===== config.mk =====
export PLATFORM = sky130hd
export DESIGN_NAME = hbs_hash
export DESIGN_NICKNAME = d
export VERILOG_FILES = /design/src/hw/rtl/hbs_pkg.sv /design/src/hw/rtl/hbs_hash.sv
export SDC_FILE = /design/constraint.sdc
export NUM_CORES = 1
export LEC_CHECK = 0
export ABC_AREA = 1
export BUFFER_PORTS_ARGS = -buffer_cell sky130_fd_sc_hd__buf_4
export CAP_MARGIN = 20
export CORE_ASPECT_RATIO = 0.5
export CORE_MARGIN = 1.5
export CORE_UTILIZATION = 35
export DETAILED_ROUTE_END_ITERATION = 10
export GPL_TIMING_DRIVEN = 0
export SKIP_LAST_GASP = 1
export SLEW_MARGIN = 20
export SYNTH_ARGS = -nofsm -noshare
export SYNTH_HDL_FRONTEND = slang
export SYNTH_SLANG_ARGS = --single-unit

===== constraint.sdc =====
create_clock -name vclk -period 3.71
set_input_delay 0.371 -clock vclk [all_inputs]
set_output_delay 0.371 -clock vclk [all_outputs]
set_load 0.02 [all_outputs]

===== src/hw/rtl/hbs_pkg.sv =====
// Shared types and constants for the bucketed hash set.
package hbs_pkg;

  // Default sizing, used as the parameter defaults of every module
  localparam int NUM_BUCKETS_DEF = 1024;
  localparam int WAYS_DEF        = 4;
  localparam int KEY_BITS_DEF    = 20;

  // Fixed width of the key field on the command port
  localparam int KEY_W = 20;

  // Bucket hash multiplier and its width
  localparam int HASH_MULT = 1031;
  localparam int MULT_BITS = 11;

  // Command codes; the unused code behaves as a query
  typedef enum logic [1:0] {
    CMD_ADD    = 2'd0,
    CMD_REMOVE = 2'd1,
    CMD_QUERY  = 2'd2
  } cmd_t;

  // One command beat
  typedef struct packed {
    cmd_t             command;
    logic [KEY_W-1:0] key;
  } item_t;

  // One result beat
  typedef struct packed {
    logic present;
    logic bucket_full;
  } result_t;

  // Controller states
  typedef enum logic [1:0] {
    ST_CLEAR,
    ST_IDLE,
    ST_READ,
    ST_MODIFY
  } state_t;

  // Decision from the row compare, handed to the controller
  typedef struct packed {
    logic hit;
    logic full;
    logic key_we;
    logic valid_we;
  } upd_t;

endpackage


===== src/hw/rtl/hbs_hash.sv =====
// Key normalization and bucket hash: (key * 1031) mod NUM_BUCKETS.
module hbs_hash #(
  parameter int NUM_BUCKETS = hbs_pkg::NUM_BUCKETS_DEF,
  parameter int KEY_BITS    = hbs_pkg::KEY_BITS_DEF
) (
  input  logic [hbs_pkg::KEY_W-1:0]       key,
  output logic [KEY_BITS-1:0]             key_norm,
  output logic [$clog2(NUM_BUCKETS)-1:0]  bucket
);

  localparam int BB     = $clog2(NUM_BUCKETS);
  localparam int PROD_W = KEY_BITS + hbs_pkg::MULT_BITS;

  logic [KEY_BITS+hbs_pkg::KEY_W-1:0] key_wide;
  logic [PROD_W-1:0]                  prod;

  // Keep the low KEY_BITS bits, zero-extending a narrower field
  assign key_wide = {{KEY_BITS{1'b0}}, key};
  assign key_norm = key_wide[KEY_BITS-1:0];

  // Power-of-two bucket count: the modulo is the low bits of the product
  assign prod   = PROD_W'(key_norm) * PROD_W'(hbs_pkg::HASH_MULT);
  assign bucket = prod[BB-1:0];

endmodule


==> results of run 1 <==
## kinds of logic (layout without fill, tap and decap cells)
family                     count (synthesis)  count (layout)
adders and majority gates                 33              33
AOI/OAI and AO/OA                          6               6
xor gates and xnor gates                   5               5
buffers and inverters                     45              85
and+or+nand+nor                           39              39
## worst max-delay path: cells and delay by family
family	cells	cell delay, ps
fa+ha+maj	5	1680
buf+inv	5	440
simple gates	6	380
compound gates	1	140
## power groups by stage
stage / Sequential (mW) / Clock (mW) / Combinational, mW
after floorplan: 0 / 0 / 0.301
after global placement: 0 / 0 / 0.438
after detailed placement: 0 / 0 / 0.442
after CTS: 0 / 0 / 0.445
after global routing: 0 / 0 / 0.489
final: 0 / 0 / 0.436
## per-layer routing
| metal | track usage (%) | vias up |
|---|---|---|
| li1 | - | 467 |
| met1 | 15.2 | 380 |
| met2 | 20.8 | 28 |
| met3 | 1.40 | 0 |
| met4 | 0 | 0 |
| met5 | 0 | - |
## layout make-up
type / instances / share of cell area [%]
well taps: 37 / 3.56
plain buffers: 21 / 12.1
repair buffers: 40 / 23.1
multi-input cells: 83 / 54.3
inverters: 24 / 6.93
## through the flow
step                instance area (µm²)  hold slack [ps]  cells  worst slack (ps)
finish                             1300              939    205               335
global route                       1300              942    205               171
CTS                                1300              940    205               307
detailed placement                 1300              940    205               314
global placement                   1300              940    205               337
floorplan                           953              855    128               554
## layout by cell type (no fill, tap or decap)
cell type,count
a31oi_1,1
xnor2_1,1
nand4_1,2
inv_1,22
a21o_1,1
nand3_2,2
a21oi_1,3
xor2_1,4
nor2_1,3
a21oi_2,1
nand3_1,4
nand2_1,26
nand2_2,2
ha_1,28
buf_4,61
fa_1,5
clkinv_1,2
## worst max-delay path by stage
stage	to	cells past startpoint
floorplan	bucket[7]	12
global placement	bucket[9]	17
detailed placement	bucket[9]	17
CTS	bucket[9]	17
global route	bucket[9]	17
finish	bucket[9]	17
==> metrics, run 1 <==
share of power burned in the clock network=0%; via count of the first global-routing pass=685; Final setup viols=0; top cell types by occurrence after synthesis=ha_1, nand2_1, inv_1; maximum single-stage delay on the critical path=500 ps; required time reported for the critical path endpoint=3340 ps; routed wire length on met2=739 µm; Adder-Cell Fraction of Synth Area=47.2%; power share of the sequential group=0%; Total Wirelength=1680 µm; final-report hold violation count=0; Relative slew margins=85.9%; Yosys warnings=0; I/O pin cnt=50; library cell contributing the largest single delay on the critical path=fa_1; average detailed-routed wire length per instance=8.18 µm; post-synthesis instance area=953 µm²; GPL Wtd Cong=0.712; leftover overflow at the end of global routing=0; net count of the mapped netlist=181; xor and xnor fraction of the mapped netlist area=4.59%; Antenna diodes=0; critical path, cell by cell=buf_4 > ha_1 > ha_1 > ha_1 > inv_1 > fa_1 > inv_1 > ha_1 > nand2_1 > nand2_1 > nand2_1 > nand2_1 > a21oi_2 > inv_1 > nand2_1 > nand2_1 > buf_4; fraction of the yosys area taken by sequential cells=0%; initial core utilization=36.9%; most repeated cell in the gate-level netlist after synthesis=ha_1; share of synthesized cell area in and, or, nand and nor gates=18.2%; Crit. Startpoint=key[4]; type of destination of the critical path=primary output; multiplexer fraction of the synthesized cell area=0%; startpoint of the tightest hold check path=key[14]; initial antenna violation count=0; NetSw=242 µW; count of mapped cells out of synthesis=128; library cell appearing most often on the critical path=nand2_1; FF/Latch Area=0 µm²; peak ir drop on the vdd network=153 µV; GRT Resource Usage Total=11.2%; time the worst path needs with I/O delays and setup=3370 ps; Detail Route met3 WL=130 µm; PwrDens=336 mW/mm²; y dimension of the die=39.9 µm; worst endpoint data arrival time=3000 ps; result of the run=finished, final reports clean; share of final-layout standard cells stronger than drive strength 1=39.3%; Fin Setup TNS=0 ps; internal power=194 µW; number of detailed-route iterations in the first pass=2; remaining antenna violation count after routing=0; routed metal-1 wire length=807 µm; # nets final=223; Worst Max-Slew Pin Slew=212 ps; highest fanout seen on the critical path=4; width of the chip=76.8 µm; starting DRC count in detailed routing=5; Highest Signal Layer=met3; CTS Hold Buffers Added=0; distinct cell type count of the synthesized netlist=17; total of buffers placed on input and output ports=40; element type at the critical path start=primary input; CTS-repair resized insts=0; per-instance average area after synthesis=7.45 µm²; setup repair after global routing missed its margin=no; multi-input logic area=706 µm²; count of clock buffers in the final design=0; maximum clock frequency=296 MHz; share of the core filled with cells in the final layout=50.3%; flip-flop and latch count=0; terminating pin of the worst hold path=key_norm[14]; number of pins with negative max-slew slack in the final report=0; maximum number of pins on one net before global-route repair=7; Design Power=436 µW; switching share of power=55.5%; Max Cap Violations=0; Setup Fix Bufs, Post-CTS=0; drt drc=0; top post-synthesis cells by area=ha_1, buf_4, fa_1, nand2_1, inv_1; top cell type by total area after synthesis=ha_1; dominant combinational cell family by area after synthesis=adder cells; die area=0.00307 mm²; per-cell via count in the routed design=4.27; complex-gate fraction of the synthesized area=3.94%; Setup Crit Path Kind=in -> out; Fillers=262; Floorplan Core Area=0.00259 mm²; total number of vias=875; share of the cycle needed by the critical path after routing=91.0%; fraction of post-synthesis cell area in the top cell type by area=36.7%; Worst Hold Class=in -> out; placed wire-length estimate=1590 µm; count of cells along the worst hold path=2; standard-cell row count=13; Gate power share=100.0%; layout overhead on the synthesized area=36.4%; leakage power=0.823 nW; wire length of the first global-routing pass=2820 µm
Power figures use the tool's default switching activity.
==> run 2, diff against run 1 <==
PLACE_DENSITY_LB_ADDON = 0.12   (was not set)
SETUP_SLACK_MARGIN = 0.2   (was not set)
clock period = 3.7 ns   (was 3.71 ns; I/O delays follow)
==> metrics, run 2 (synthesized netlist as in run 1, its figures left out) <==
Final setup viols=0 (unchanged); GPL Wtd Cong=0.754 (+5.9%); drt drc=0 (unchanged); Fin Setup TNS=0 ps (unchanged); share of final-layout standard cells stronger than drive strength 1=39.9% (+0.60 points); type of destination of the critical path=primary output; setup repair after global routing missed its margin=no; flip-flop and latch count=0 (unchanged); average detailed-routed wire length per instance=7.81 µm (-4.5%); Total Wirelength=1600 µm (-4.5%); # nets final=223 (unchanged); Floorplan Core Area=0.00259 mm² (unchanged); via count of the first global-routing pass=682 (-0.44%); Design Power=445 µW (+2.0%); PwrDens=339 mW/mm² (+1.0%); width of the chip=76.8 µm (unchanged); Non-Filler Cell Area, Final=0.00131 mm² (+0.96%); number of pins with negative max-slew slack in the final report=0 (unchanged); y dimension of the die=39.9 µm (unchanged); per-cell via count in the routed design=4.26 (-0.11%); starting DRC count in detailed routing=7 (+2); remaining antenna violation count after routing=0 (unchanged); highest fanout seen on the critical path=4 (unchanged); FF/Latch Area=0 µm² (unchanged); Max Cap Violations=0 (unchanged); Placed Cells=205 (unchanged); count of cells along the worst hold path=2 (unchanged); CTS-repair resized insts=0 (unchanged); maximum number of pins on one net before global-route repair=7 (unchanged); Worst Max-Slew Pin Slew=203 ps (-8.82 ps); count of clock buffers in the final design=0 (unchanged); Antenna diodes=0 (unchanged); final-report hold violation count=0 (unchanged); standard-cell row count=13 (unchanged); leftover overflow at the end of global routing=0 (unchanged); result of the run=finished, final reports clean; initial core utilization=36.9% (unchanged); Setup Crit Path Kind=in -> out; commonest cells after routing, fill and taps aside=buf_4, ha_1, nand2_1, inv_1, fa_1; Setup Fix Bufs, Post-CTS=0 (unchanged); element type at the critical path start=primary input; die area=0.00307 mm² (unchanged); required time reported for the critical path endpoint=3330 ps (about the same); endpoint of the most critical setup path=bucket[9]; total number of vias=874 (-0.11%); Fillers=278 (+6.1%); initial antenna violation count=0 (unchanged); share of the cycle needed by the critical path after routing=89.2%; number of detailed-route iterations in the first pass=2 (unchanged); Relative slew margins=86.5% (+0.59 points); instance area at placement=0.00130 mm² (unchanged); total of buffers placed on input and output ports=40 (unchanged); placed wire-length estimate=1490 µm (-6.6%); most common cell after layout, fill and taps aside=buf_4; CTS Hold Buffers Added=0 (unchanged); leakage power=0.823 nW (about the same); GRT Resource Usage Total=10.6% (-0.63 points); peak ir drop on the vdd network=226 µV (+48%); maximum clock frequency=303 MHz; layout overhead on the synthesized area=37.7%; worst endpoint data arrival time=2930 ps (-70 ps); Non-Filler Instances=205 (unchanged); worst hold slack=937 ps (-1.64 ps); Crit. Startpoint=key[5]; wire length of the first global-routing pass=2680 µm (-4.9%); Worst Hold Class=in -> out; time the worst path needs with I/O delays and setup=3300 ps; I/O pin cnt=50 (unchanged)
==> run 2: changes by cell type in the layout (fill, tap and decap cells not counted) <==
cell / change
ha_1: -1
ha_4: +1
==> run 2: through the flow <==
step	setup WS [ps]	utilization [%]
2_1_floorplan	546	-
3_3_place_gp	333	50.3
3_5_place_dp	314	50.3
4_1_cts	311	50.3
5_1_grt	206	50.7
6_report	398	50.7
==> run 2: worst min-delay path by stage <==
stage / start / endpoint
after CTS: key[16] / key_norm[16]
final: key[16] / key_norm[16]
after floorplan: key[0] / bucket[0]
after detailed placement: key[16] / key_norm[16]
after global placement: key[15] / key_norm[15]
after global routing: key[14] / key_norm[14]
==> run 2: final cells by class <==
type                       instances  area (µm²)  area share, %
multi-input combinational         83         718           54.7
timing repair buffer              40         300           22.9
buffer                            21         158           12.0
inverter                          24        90.1           6.86
tap                               37        46.3           3.53
==> run 2: metal layers <==
metal	share of wire, %	up-vias	GRT usage [%]
met4	0	0	0
li1	-	467	-
met1	49	375	14.0
met2	42	32	20.1
met5	0	-	0
met3	8.7	0	1.40
==> run 2: report_power, final <==
group          total, mW  switching [mW]  leakage (nW)  internal (mW)
registers              0               0             0              0
logic              0.445           0.244         0.823          0.201
clock network          0               0             0              0
==> run 2: worst max-delay path, cell delays in order <==
cell,delay [ps]
buf_4,130
ha_1,290
ha_1,300
ha_1,310
fa_1,470
ha_1,370
nand2_1,110
inv_1,40
nand2_1,50
nand2_1,50
a21oi_2,140
inv_1,50
nand2_1,60
nand2_1,40
buf_4,150
