<file path="config.mk">
export PLATFORM = sky130hd
export DESIGN_NAME = hbs_match
export DESIGN_NICKNAME = d
export VERILOG_FILES = /design/src/hw/rtl/hbs_pkg.sv /design/src/hw/rtl/hbs_match.sv
export SDC_FILE = /design/constraint.sdc
export NUM_CORES = 1
export LEC_CHECK = 0
export BUFFER_PORTS_ARGS = -buffer_cell sky130_fd_sc_hd__buf_2
export CORE_UTILIZATION = 40
export DETAILED_ROUTE_END_ITERATION = 6
export PLACE_DENSITY = 0.85
export RECOVER_POWER = 25
export SLEW_MARGIN = 20
export SYNTH_ARGS = -nofsm -noshare
export SYNTH_HDL_FRONTEND = slang
export SYNTH_SLANG_ARGS = --single-unit
</file>
<file path="constraint.sdc">
create_clock -name vclk -period 4.7
set_input_delay 0.235 -clock vclk [all_inputs]
set_output_delay 0.235 -clock vclk [all_outputs]
set_load 0.02 [all_outputs]
</file>
<file path="src/hw/rtl/hbs_pkg.sv">
// Shared types and constants for the bucketed hash set.
package hbs_pkg;

  // Default sizing, used as the parameter defaults of every module
  localparam int NUM_BUCKETS_DEF = 1024;
  localparam int WAYS_DEF        = 4;
  localparam int KEY_BITS_DEF    = 20;

  // Fixed width of the key field on the command port
  localparam int KEY_W = 20;

  // Bucket hash multiplier and its width
  localparam int HASH_MULT = 1031;
  localparam int MULT_BITS = 11;

  // Command codes; the unused code behaves as a query
  typedef enum logic [1:0] {
    CMD_ADD    = 2'd0,
    CMD_REMOVE = 2'd1,
    CMD_QUERY  = 2'd2
  } cmd_t;

  // One command beat
  typedef struct packed {
    cmd_t             command;
    logic [KEY_W-1:0] key;
  } item_t;

  // One result beat
  typedef struct packed {
    logic present;
    logic bucket_full;
  } result_t;

  // Controller states
  typedef enum logic [1:0] {
    ST_CLEAR,
    ST_IDLE,
    ST_READ,
    ST_MODIFY
  } state_t;

  // Decision from the row compare, handed to the controller
  typedef struct packed {
    logic hit;
    logic full;
    logic key_we;
    logic valid_we;
  } upd_t;

endpackage

</file>
<file path="src/hw/rtl/hbs_match.sv">
// Row compare across all ways and the modified row for write-back.
module hbs_match #(
  parameter int WAYS     = hbs_pkg::WAYS_DEF,
  parameter int KEY_BITS = hbs_pkg::KEY_BITS_DEF
) (
  input  hbs_pkg::cmd_t             command,
  input  logic [KEY_BITS-1:0]       key,
  input  logic [WAYS*KEY_BITS-1:0]  row_keys,
  input  logic [WAYS-1:0]           row_valid,
  output hbs_pkg::upd_t             upd,
  output logic [WAYS*KEY_BITS-1:0]  new_keys,
  output logic [WAYS-1:0]           new_valid
);

  logic [WAYS-1:0] eq;
  logic [WAYS-1:0] free;
  logic [WAYS-1:0] free_oh;
  logic            hit;
  logic            has_free;

  // Compare every occupied way against the key
  always_comb begin
    for (int w = 0; w < WAYS; w++) begin
      eq[w] = row_valid[w] && (row_keys[w*KEY_BITS +: KEY_BITS] == key);
    end
  end

  // Pick the lowest free way
  assign free     = ~row_valid;
  assign free_oh  = free & (~free + WAYS'(1));
  assign hit      = |eq;
  assign has_free = |free;

  // Insert the key into the chosen way, keep the rest
  always_comb begin
    for (int w = 0; w < WAYS; w++) begin
      new_keys[w*KEY_BITS +: KEY_BITS] =
        free_oh[w] ? key : row_keys[w*KEY_BITS +: KEY_BITS];
    end
  end

  // Decide the update for this command
  always_comb begin
    upd.hit      = hit;
    upd.full     = 1'b0;
    upd.key_we   = 1'b0;
    upd.valid_we = 1'b0;
    new_valid    = row_valid;
    case (command)
      hbs_pkg::CMD_ADD: begin
        if (!hit) begin
          if (has_free) begin
            upd.key_we   = 1'b1;
            upd.valid_we = 1'b1;
            new_valid    = row_valid | free_oh;
          end else begin
            upd.full = 1'b1;
          end
        end
      end
      hbs_pkg::CMD_REMOVE: begin
        upd.valid_we = hit;
        new_valid    = row_valid & ~eq;
      end
      default: begin
        upd.valid_we = 1'b0;
      end
    endcase
  end

endmodule

</file>
==> Flow_metrics.wiki, run 1 <==
{| class="wikitable"
! Metric !! Value
|-
| Port Buffers || around 190
|-
| Final hold vios || 0
|-
| Final worst path period need || 3430 ps
|-
| Number of fill cells in the layout || around 510
|-
| Maximum fanout encountered on the critical timing path || 25
|-
| Switching power share of the total || 0.571
|-
| Via total after detailed routing || 2521
|-
| Cell area power density || 115 nW/um2
|-
| Vias in the first global route || 2341
|-
| Share of post-route cells with drive strength above 1 || 0.588
|-
| Post-CTS setup repair buffer count || 0
|-
| Overall routing resource usage || 0.250
|-
| Count of buffer and inverter cells on the critical path || 3
|-
| Fin. max-slew vios || 0
|-
| Antenna Nets Post-Route || 0
|-
| Startpoint Class || primary input
|-
| Clk network pwr share || 0
|-
| Instance count on the critical path || 6
|-
| Stage delay of the slowest cell on the critical path || ~950 ps
|-
| Maximum clock frequency || 291 MHz
|-
| Final count of negative-setup-slack endpoints || 0
|-
| Diodes inserted || 0
|-
| Worst VDD drop || approximately 0.070 mV
|-
| Portion of total power attributed to combinational logic || 1.000
|-
| Number of antenna violations at the first check in global routing || 0
|-
| Total congestion overflow || 0
|-
| Worst Hold Margin || 782 ps
|-
| Hold Path Cell Cnt || 3
|-
| Cell at the slowest stage of the critical path || sky130_fd_sc_hd__clkbuf_1
|-
| Chain of cells forming the critical path || clkbuf_1, inv_1, nor3_1, nand2b_1, mux2_1, buf_2
|-
| Count of routing violations after the opening detailed-route iteration || 56
|-
| DP HPWL || 6540 um
|-
| Internal power of the cells || 0.149 mW
|-
| Net count, final || approximately 520
|-
| DRC viols || 0
|-
| Cell count after placement || 480
|-
| Floorplan die area || 5750 um2
|-
| Hold buffer count at CTS || 0
|-
| Final-layout clock buffer total || 0
|-
| Effective utilization at floorplan || 0.421
|-
| Endpoint required time on the critical path || 4470 ps
|-
| Die height || around 76 um
|-
| DRT Pass-1 Iters || 4
|-
| List of most frequent post-synthesis cells || sky130_fd_sc_hd__mux2_2 (60), sky130_fd_sc_hd__xnor2_1 (40), sky130_fd_sc_hd__xor2_1 (40)
|-
| Sequential cell count of the final layout || 0
|-
| Gates resized, CTS repair || 0
|-
| Largest delay share family, worst path || buffers and inverters
|-
| X dimension of the die || about 76 um
|-
| Largest net degree at the start of global routing || 26
|-
| Net switching component of the power || 0.198 mW
|-
| Worst-Margin Slew || 1330 ps
|-
| Netlist Area Pre-Place || ~2200 um2
|-
| Detailed-route wire length on metal 1 || about 3200 um
|-
| Synthesized-area fraction occupied by ao, oa, aoi and oai cells || 0.0419
|-
| Seq. cell area || 0 um2
|-
| Detail Route met3 WL || 388 um
|-
| Max layer used || met4
|-
| Synth warnings || 0
|-
| Top-area cell type share of the netlist area || 0.310
|-
| Reg power frac || 0
|-
| Total length of routed wires || ~7900 um
|-
| Number of vias per cell after detailed routing || between 5 and 6
|-
| Drt wl/cell || ~17 um
|-
| Synthesis-to-finish area growth || 39.0%
|-
| Largest cells by area after synthesis || sky130_fd_sc_hd__mux2_2 (31%), sky130_fd_sc_hd__xnor2_1 (16%), sky130_fd_sc_hd__xor2_1 (16%), sky130_fd_sc_hd__mux2_1 (10%), sky130_fd_sc_hd__buf_2 (3.2%)
|-
| Setup repair after global routing missed its margin || no
|-
| Area inside the core boundary || 5170 um2
|-
| Met2 WL post-DR || 4300 um
|-
| Post-synthesis mux area share || 0.420
|-
| Top cell type by total area after synthesis || sky130_fd_sc_hd__mux2_2
|-
| Lkg Pwr || around 1.4 nW
|-
| Total negative slack || 0 ps
|-
| Capturing element type of the critical path || output pin
|-
| Dominant cell by count in the synthesized netlist || sky130_fd_sc_hd__mux2_2
|-
| Maximum Capacitance Violations || 0
|-
| Placement row count || 26
|-
| Syn Area/Cell || between 8 and 9 um2
|-
| Min-delay worst type || in -> out
|-
| Yosys cell types || 31
|-
| WP data arrival || approximately 3200 ps
|-
| Gate Count Post-Synth || roughly 250
|-
| Final cell count without fillers || 480
|-
| Post-synthesis simple-gate area fraction || 0.127
|-
| I/O pin total || about 190
|-
| Register area share after synthesis || 0
|-
| Combinational family with the most area after synthesis || multiplexers
|-
| Area share of xor/xnor cells in the synthesized design || 0.321
|-
| Status || finished clean
|-
| Path type of the worst setup path || in -> out
|-
| Share of the cycle needed by the critical path after routing || 0.731
|-
| RePlAce Congestion || 0.843
|-
| Area share of fa/ha/maj cells after synthesis || 0
|-
| Wire length of the first global-routing pass || around 11000 um
|-
| Net Count, Synth || 352
|-
| Slew margin rel. || 0.112
|-
| Area of combinational cells with multiple inputs || ~2000 um2
|}
logic make-up after synthesis:
| kind of cell | Yosys count |
|---|---|
| muxes | 81 |
| xor gates and xnor gates | 80 |
| and+or+nand+nor | 43 |
| buffers and inverters | 34 |
| AOI/OAI and AO/OA | 8 |
worst min-delay path, cell delays in order:
cell and delay (ps):
sky130_fd_sc_hd__buf_2 110, sky130_fd_sc_hd__nor4b_1 50, sky130_fd_sc_hd__buf_2 150
power groups by stage:
stage	clock network (mW)	logic [mW]	registers, mW
after detailed placement	0	0.350	0
after floorplan	0	0.229	0
after global placement	0	0.343	0
final	0	0.347	0
after global routing	0	0.371	0
after CTS	0	0.351	0
layout by cell type (no fill, tap or decap), types with 2 or more instances in the layout:
cell and count:
sky130_fd_sc_hd__clkbuf_1 20, sky130_fd_sc_hd__nor2_1 3, sky130_fd_sc_hd__mux2_1 20, sky130_fd_sc_hd__xor2_1 40, sky130_fd_sc_hd__and2_1 2, sky130_fd_sc_hd__nor3_4 2, sky130_fd_sc_hd__xnor2_1 40, sky130_fd_sc_hd__a32o_1 2
sky130_fd_sc_hd__nor4_1 10, sky130_fd_sc_hd__mux2_2 60, sky130_fd_sc_hd__inv_1 3, sky130_fd_sc_hd__buf_2 174, sky130_fd_sc_hd__nand3_1 5, sky130_fd_sc_hd__nor3_1 3, sky130_fd_sc_hd__nand4_1 10, sky130_fd_sc_hd__nand2_1 3
layer usage:
layer	GRT usage	vias to the layer above
met4	0.0206	0
met5	0	-
met3	0.00529	6
met1	0.289	1202
met2	0.518	116
li1	-	1197
stage by stage:
| step | area (um2) | setup WS, ps | power (mW) | util |
|---|---|---|---|---|
| 2_1_floorplan | 2180 | 2560 | 0.229 | - |
| 3_3_place_gp | 3060 | 2060 | 0.343 | 0.591 |
| 3_5_place_dp | 3060 | 1950 | 0.350 | 0.591 |
| 4_1_cts | 3060 | 1940 | 0.351 | 0.591 |
| 5_1_grt | 3030 | 963 | 0.371 | 0.586 |
| 6_report | 3030 | 1270 | 0.347 | 0.586 |
final timing paths:
kind / start / endpoint / slack, ps
max: row_valid[0] / new_keys[71] / 1270
min: command[0] / upd[2] / 780
cell type report:
class / instances / share of cell area
timing repair buffer: 194 / 0.312
multi-input combinational: 212 / 0.654
inverter: 4 / 0.00496
tap: 70 / 0.0289
No activity file was read; power rests on OpenSTA's default activity.
==> run 2: changes to the inputs <==
==> constraint.sdc (replaced) <==
create_clock -name vclk -period 3.2
set_input_delay 0.16 -clock vclk [all_inputs]
set_output_delay 0.16 -clock vclk [all_outputs]
set_load 0.02 [all_outputs]
==> Flow_metrics.wiki, run 2 (synthesis results as in run 1) <==
{| class="wikitable"
! Metric !! Value
|-
| Maximum Capacitance Violations || 0
|-
| Endpoint required time on the critical path || between 3000 and 4000 ps
|-
| Synthesis-to-finish area growth || 38.5%
|-
| Number of vias per cell after detailed routing || between 5 and 6
|-
| Cell count after placement || between 400 and 500
|-
| Effective utilization at floorplan || 0.421
|-
| Total length of routed wires || 7940 um
|-
| Final cell count without fillers || 481
|-
| Path type of the worst setup path || in -> out
|-
| Chain of cells forming the critical path || buf_2, xor2_1, nor4_1, nand3_1, o32ai_1, a221oi_1, nor4b_1, buf_2
|-
| Sequential cell count of the final layout || 0
|-
| Share of the cycle needed by the critical path after routing || 0.799
|-
| End point of the most critical hold path || upd[2]
|-
| I/O pin total || about 190
|-
| Status || finished clean
|-
| Drt wl/cell || about 16 um
|-
| Total congestion overflow || 0
|-
| Net count, final || 519
|-
| Placement row count || 26
|-
| Count of routing violations after the opening detailed-route iteration || 58
|-
| Total cell area at the placement stage || around 3100 um2
|-
| Hold_sp || command[0]
|-
| Cell area power density || ~170 nW/um2
|-
| Min-delay worst type || in -> out
|-
| Setup WS pre-CTS || about 770 ps
|-
| Vias in the first global route || 2342
|-
| Hold Path Cell Cnt || 3
|-
| Post-CTS setup repair buffer count || 0
|-
| Number of antenna violations at the first check in global routing || 0
|-
| Setup repair after global routing missed its margin || no
|-
| Share of post-route cells with drive strength above 1 || 0.591
|-
| DRC viols || 0
|-
| Seq. cell area || 0 um2
|-
| Stage delay of the slowest cell on the critical path || approximately 870 ps
|-
| Floorplan die area || ~5700 um2
|-
| Worst Hold Margin || approximately 640 ps
|-
| Fin. max-slew vios || 0
|-
| Cell at the slowest stage of the critical path || sky130_fd_sc_hd__a221oi_1
|-
| Count of buffer and inverter cells on the critical path || 2
|-
| Diodes inserted || 0
|-
| Final hold vios || 0
|-
| Wire length of the first global-routing pass || about 11000 um
|-
| Overall routing resource usage || 0.254
|-
| Antenna Nets Post-Route || 0
|-
| Largest net degree at the start of global routing || 26
|-
| DP HPWL || 6560 um
|-
| Core Util, Final || 0.583
|-
| Capturing element type of the critical path || output pin
|-
| Area inside the core boundary || 5170 um2
|-
| Lkg Pwr || roughly 1.4 nW
|-
| Startpoint Class || primary input
|-
| Hold buffer count at CTS || 0
|-
| Worst path most repeated cell || sky130_fd_sc_hd__buf_2
|-
| Largest delay share family, worst path || compound AO/OA/AOI/OAI gates
|-
| Total negative slack || 0 ps
|-
| DRT Pass-1 Iters || 4
|-
| Worst-Margin Slew || approximately 1100 ps
|-
| Worst VDD drop || just under 0.1 mV
|-
| WP data arrival || 2400 ps
|-
| Slew margin rel. || 0.262
|-
| Maximum clock frequency || roughly 390 MHz
|-
| Port Buffers || just under 200
|-
| Final setup slack of the worst path || 642 ps
|-
| Via total after detailed routing || 2479
|-
| X dimension of the die || approximately 76 um
|-
| Number of fill cells in the layout || roughly 500
|-
| Maximum fanout encountered on the critical timing path || 8
|-
| Gates resized, CTS repair || 0
|-
| Final count of negative-setup-slack endpoints || 0
|-
| Top library cells by usage in the layout, fill and taps aside || sky130_fd_sc_hd__buf_2 (175), sky130_fd_sc_hd__mux2_2 (60), sky130_fd_sc_hd__xnor2_1 (40), sky130_fd_sc_hd__xor2_1 (40), sky130_fd_sc_hd__mux2_1 (20)
|-
| Final worst path period need || roughly 2600 ps
|-
| Die height || 75.8 um
|-
| Sum of internal, switching and leakage power || between 0.5 and 0.6 mW
|-
| Cell area after layout || 3020 um2
|-
| Most common cell after layout, fill and taps aside || sky130_fd_sc_hd__buf_2
|-
| Final-layout clock buffer total || 0
|-
| RePlAce Congestion || 0.789
|}
==> run 2: cell count changes in the layout (fill, tap and decap cells not counted), sizes merged <==
cell / change
clkbuf: -1
buf: +2
==> run 2: area by class of cell <==
class | count | area (um2) | area share
Inverter | 4 | 15.0 | 0.00498
Multi-Input combinational cell | 212 | 1960 | 0.650
Tap cell | 70 | 87.6 | 0.0290
Timing Repair Buffer | 195 | 955 | 0.316
==> run 2: power breakdown <==
group,internal [mW],switching (mW)
Combinational,0.218,0.293
Clock,0,0
Sequential,0,0
==> run 2: worst max-delay path by stage <==
stage | to | slack, ps | startpoint | cells after the start
CTS | new_keys[56] | 780 | row_valid[0] | 4
global route | new_keys[56] | 600 | row_valid[0] | 4
finish | upd[2] | 640 | key[1] | 8
global placement | new_keys[56] | 890 | row_valid[0] | 4
detailed placement | new_keys[56] | 770 | row_valid[0] | 4
floorplan | upd[2] | 1210 | key[1] | 7
==> run 2: metal layers <==
layer  track usage  share of wire  routed length (um)
met5             0              0                   0
met4        0.0412          0.012                  93
met3        0.0185          0.053                 423
met2         0.509           0.54                4290
met1         0.293           0.39                3130
==> run 3: changes to the inputs <==
--- a/config.mk
+++ b/config.mk
@@ -6,9 +6,9 @@
 export NUM_CORES = 1
 export LEC_CHECK = 0
 export BUFFER_PORTS_ARGS = -buffer_cell sky130_fd_sc_hd__buf_2
-export CORE_UTILIZATION = 40
+export CORE_UTILIZATION = 36
 export DETAILED_ROUTE_END_ITERATION = 6
-export PLACE_DENSITY = 0.85
+export PLACE_DENSITY = 0.81
 export RECOVER_POWER = 25
 export SLEW_MARGIN = 20
 export SYNTH_ARGS = -nofsm -noshare
==> constraint.sdc (replaced) <==
create_clock -name vclk -period 2.3
set_input_delay 0.115 -clock vclk [all_inputs]
set_output_delay 0.115 -clock vclk [all_outputs]
set_load 0.02 [all_outputs]
==> Flow_metrics.wiki, run 3 (synthesis results as in run 1) <==
{| class="wikitable"
! Metric !! Value
|-
| Wire length of the first global-routing pass || 11800 um
|-
| Final-layout clock buffer total || 0
|-
| Via total after detailed routing || approximately 2500
|-
| I/O pin total || 194
|-
| Top library cells by usage in the layout, fill and taps aside || sky130_fd_sc_hd__buf_2 (174), sky130_fd_sc_hd__mux2_2 (60), sky130_fd_sc_hd__xnor2_1 (40), sky130_fd_sc_hd__xor2_1 (40), sky130_fd_sc_hd__clkbuf_1 (21)
|-
| Number of vias per cell after detailed routing || a little over 5
|-
| Share of the cycle needed by the critical path after routing || 0.902
|-
| Min-delay worst type || in -> out
|-
| Overall routing resource usage || 0.236
|-
| Area inside the core boundary || ~5700 um2
|-
| Number of fill cells in the layout || slightly below 600
|-
| Fin. max-slew vios || 0
|-
| Largest net degree at the start of global routing || 16
|-
| Total negative slack || 0 ps
|-
| Most common cell after layout, fill and taps aside || sky130_fd_sc_hd__buf_2
|-
| WP data arrival || between 1500 and 2000 ps
|-
| Post-CTS setup repair buffer count || 0
|-
| Final worst path period need || approximately 2100 ps
|-
| X dimension of the die || 79.8 um
|-
| Cell area power density || approximately 230 nW/um2
|-
| Count of routing violations after the opening detailed-route iteration || 36
|-
| Total congestion overflow || 0
|-
| Floorplan die area || between 6000 and 7000 um2
|-
| Share of post-route cells with drive strength above 1 || 0.596
|-
| Lkg Pwr || about 1.4 nW
|-
| Vias in the first global route || approximately 2400
|-
| Path type of the worst setup path || in -> out
|-
| Seq. cell area || 0 um2
|-
| Effective utilization at floorplan || 0.384
|-
| Number of antenna violations at the first check in global routing || 0
|-
| Final hold vios || 0
|-
| Drt wl/cell || 16.4 um
|-
| RePlAce Congestion || approximately 0.84
|-
| Maximum fanout encountered on the critical timing path || 14
|-
| Port Buffers || 194
|-
| Diodes inserted || 0
|-
| DP HPWL || 6780 um
|-
| Final count of negative-setup-slack endpoints || 0
|-
| Capturing element type of the critical path || output pin
|-
| Net count, final || approximately 520
|-
| Maximum clock frequency || 482 MHz
|-
| Placement row count || 27
|-
| Startpoint Class || primary input
|-
| Setup repair after global routing missed its margin || no
|-
| Worst VDD drop || about 0.13 mV
|-
| Synthesis-to-finish area growth || 41.8%
|-
| Worst-Margin Slew || slightly below 800 ps
|-
| Gates resized, CTS repair || 0
|-
| Status || finished clean
|-
| Sequential cell count of the final layout || 0
|-
| DRT Pass-1 Iters || 4
|-
| Maximum Capacitance Violations || 0
|-
| Die height || about 80 um
|-
| Endpoint required time on the critical path || between 2000 and 2500 ps
|-
| Capturing element of the worst setup path || new_keys[45]
|-
| DRC viols || 0
|-
| Total length of routed wires || 8010 um
|-
| Antenna Nets Post-Route || 0
|-
| Beginning of the critical path || row_valid[0]
|-
| Final setup slack of the worst path || around 230 ps
|-
| Setup WS pre-CTS || between 200 and 300 ps
|-
| Hold buffer count at CTS || 0
|-
| Slew margin rel. || 0.476
|}
run 3: cell types whose count changed in the layout (fill, tap and decap cells not counted), sizes merged:
cell | previous run | this run
clkbuf | 19 | 21
buf | 176 | 179
run 3: worst max-delay path, cell delays in order:
cell and delay (ps):
sky130_fd_sc_hd__buf_2 270, sky130_fd_sc_hd__clkbuf_1 640, sky130_fd_sc_hd__nand3_1 210, sky130_fd_sc_hd__buf_4 270, sky130_fd_sc_hd__mux2_2 290, sky130_fd_sc_hd__buf_2 160
run 3: metal layers:
metal / up-vias / routed length, um / GRT usage
met4: 0 / 53 / 0.0214
li1: 1214 / - / -
met1: 1150 / 3240 / 0.277
met3: 6 / 509 / 0.0171
met5: - / 0 / 0
met2: 118 / 4200 / 0.471
run 3: metrics by stage:
step | cell area, um2 | std cells | total power, mW | utilization | hold WS (ps)
floorplan | 2180 | 246 | 0.467 | - | 313
global placement | 3120 | 488 | 0.716 | 0.550 | 541
detailed placement | 3120 | 488 | 0.725 | 0.550 | 540
CTS | 3120 | 488 | 0.729 | 0.550 | 542
global route | 3090 | 488 | 0.771 | 0.545 | 572
finish | 3090 | 488 | 0.717 | 0.545 | 547
run 3: how the worst min path moves through the flow:
stage / start / to / slack, ps / depth (start not counted)
after CTS: command[0] / upd[2] / 540 / 3
final: command[0] / upd[2] / 550 / 3
after global placement: command[0] / upd[2] / 540 / 3
after global routing: command[0] / upd[2] / 570 / 3
after floorplan: command[1] / upd[2] / 310 / 1
after detailed placement: command[0] / upd[2] / 540 / 3
run 3: where the power goes:
part	total, mW	switching (mW)	internal (mW)
logic	0.717	0.409	0.308
clock network	0	0	0
registers	0	0	0
total	0.717	0.409	0.308
run 3: cell type report:
type	instances	area (um2)	area share
multi-input cells	212	1990	0.643
repair buffers	200	1000	0.323
well taps	72	90.1	0.0291
inverters	4	15.0	0.00486
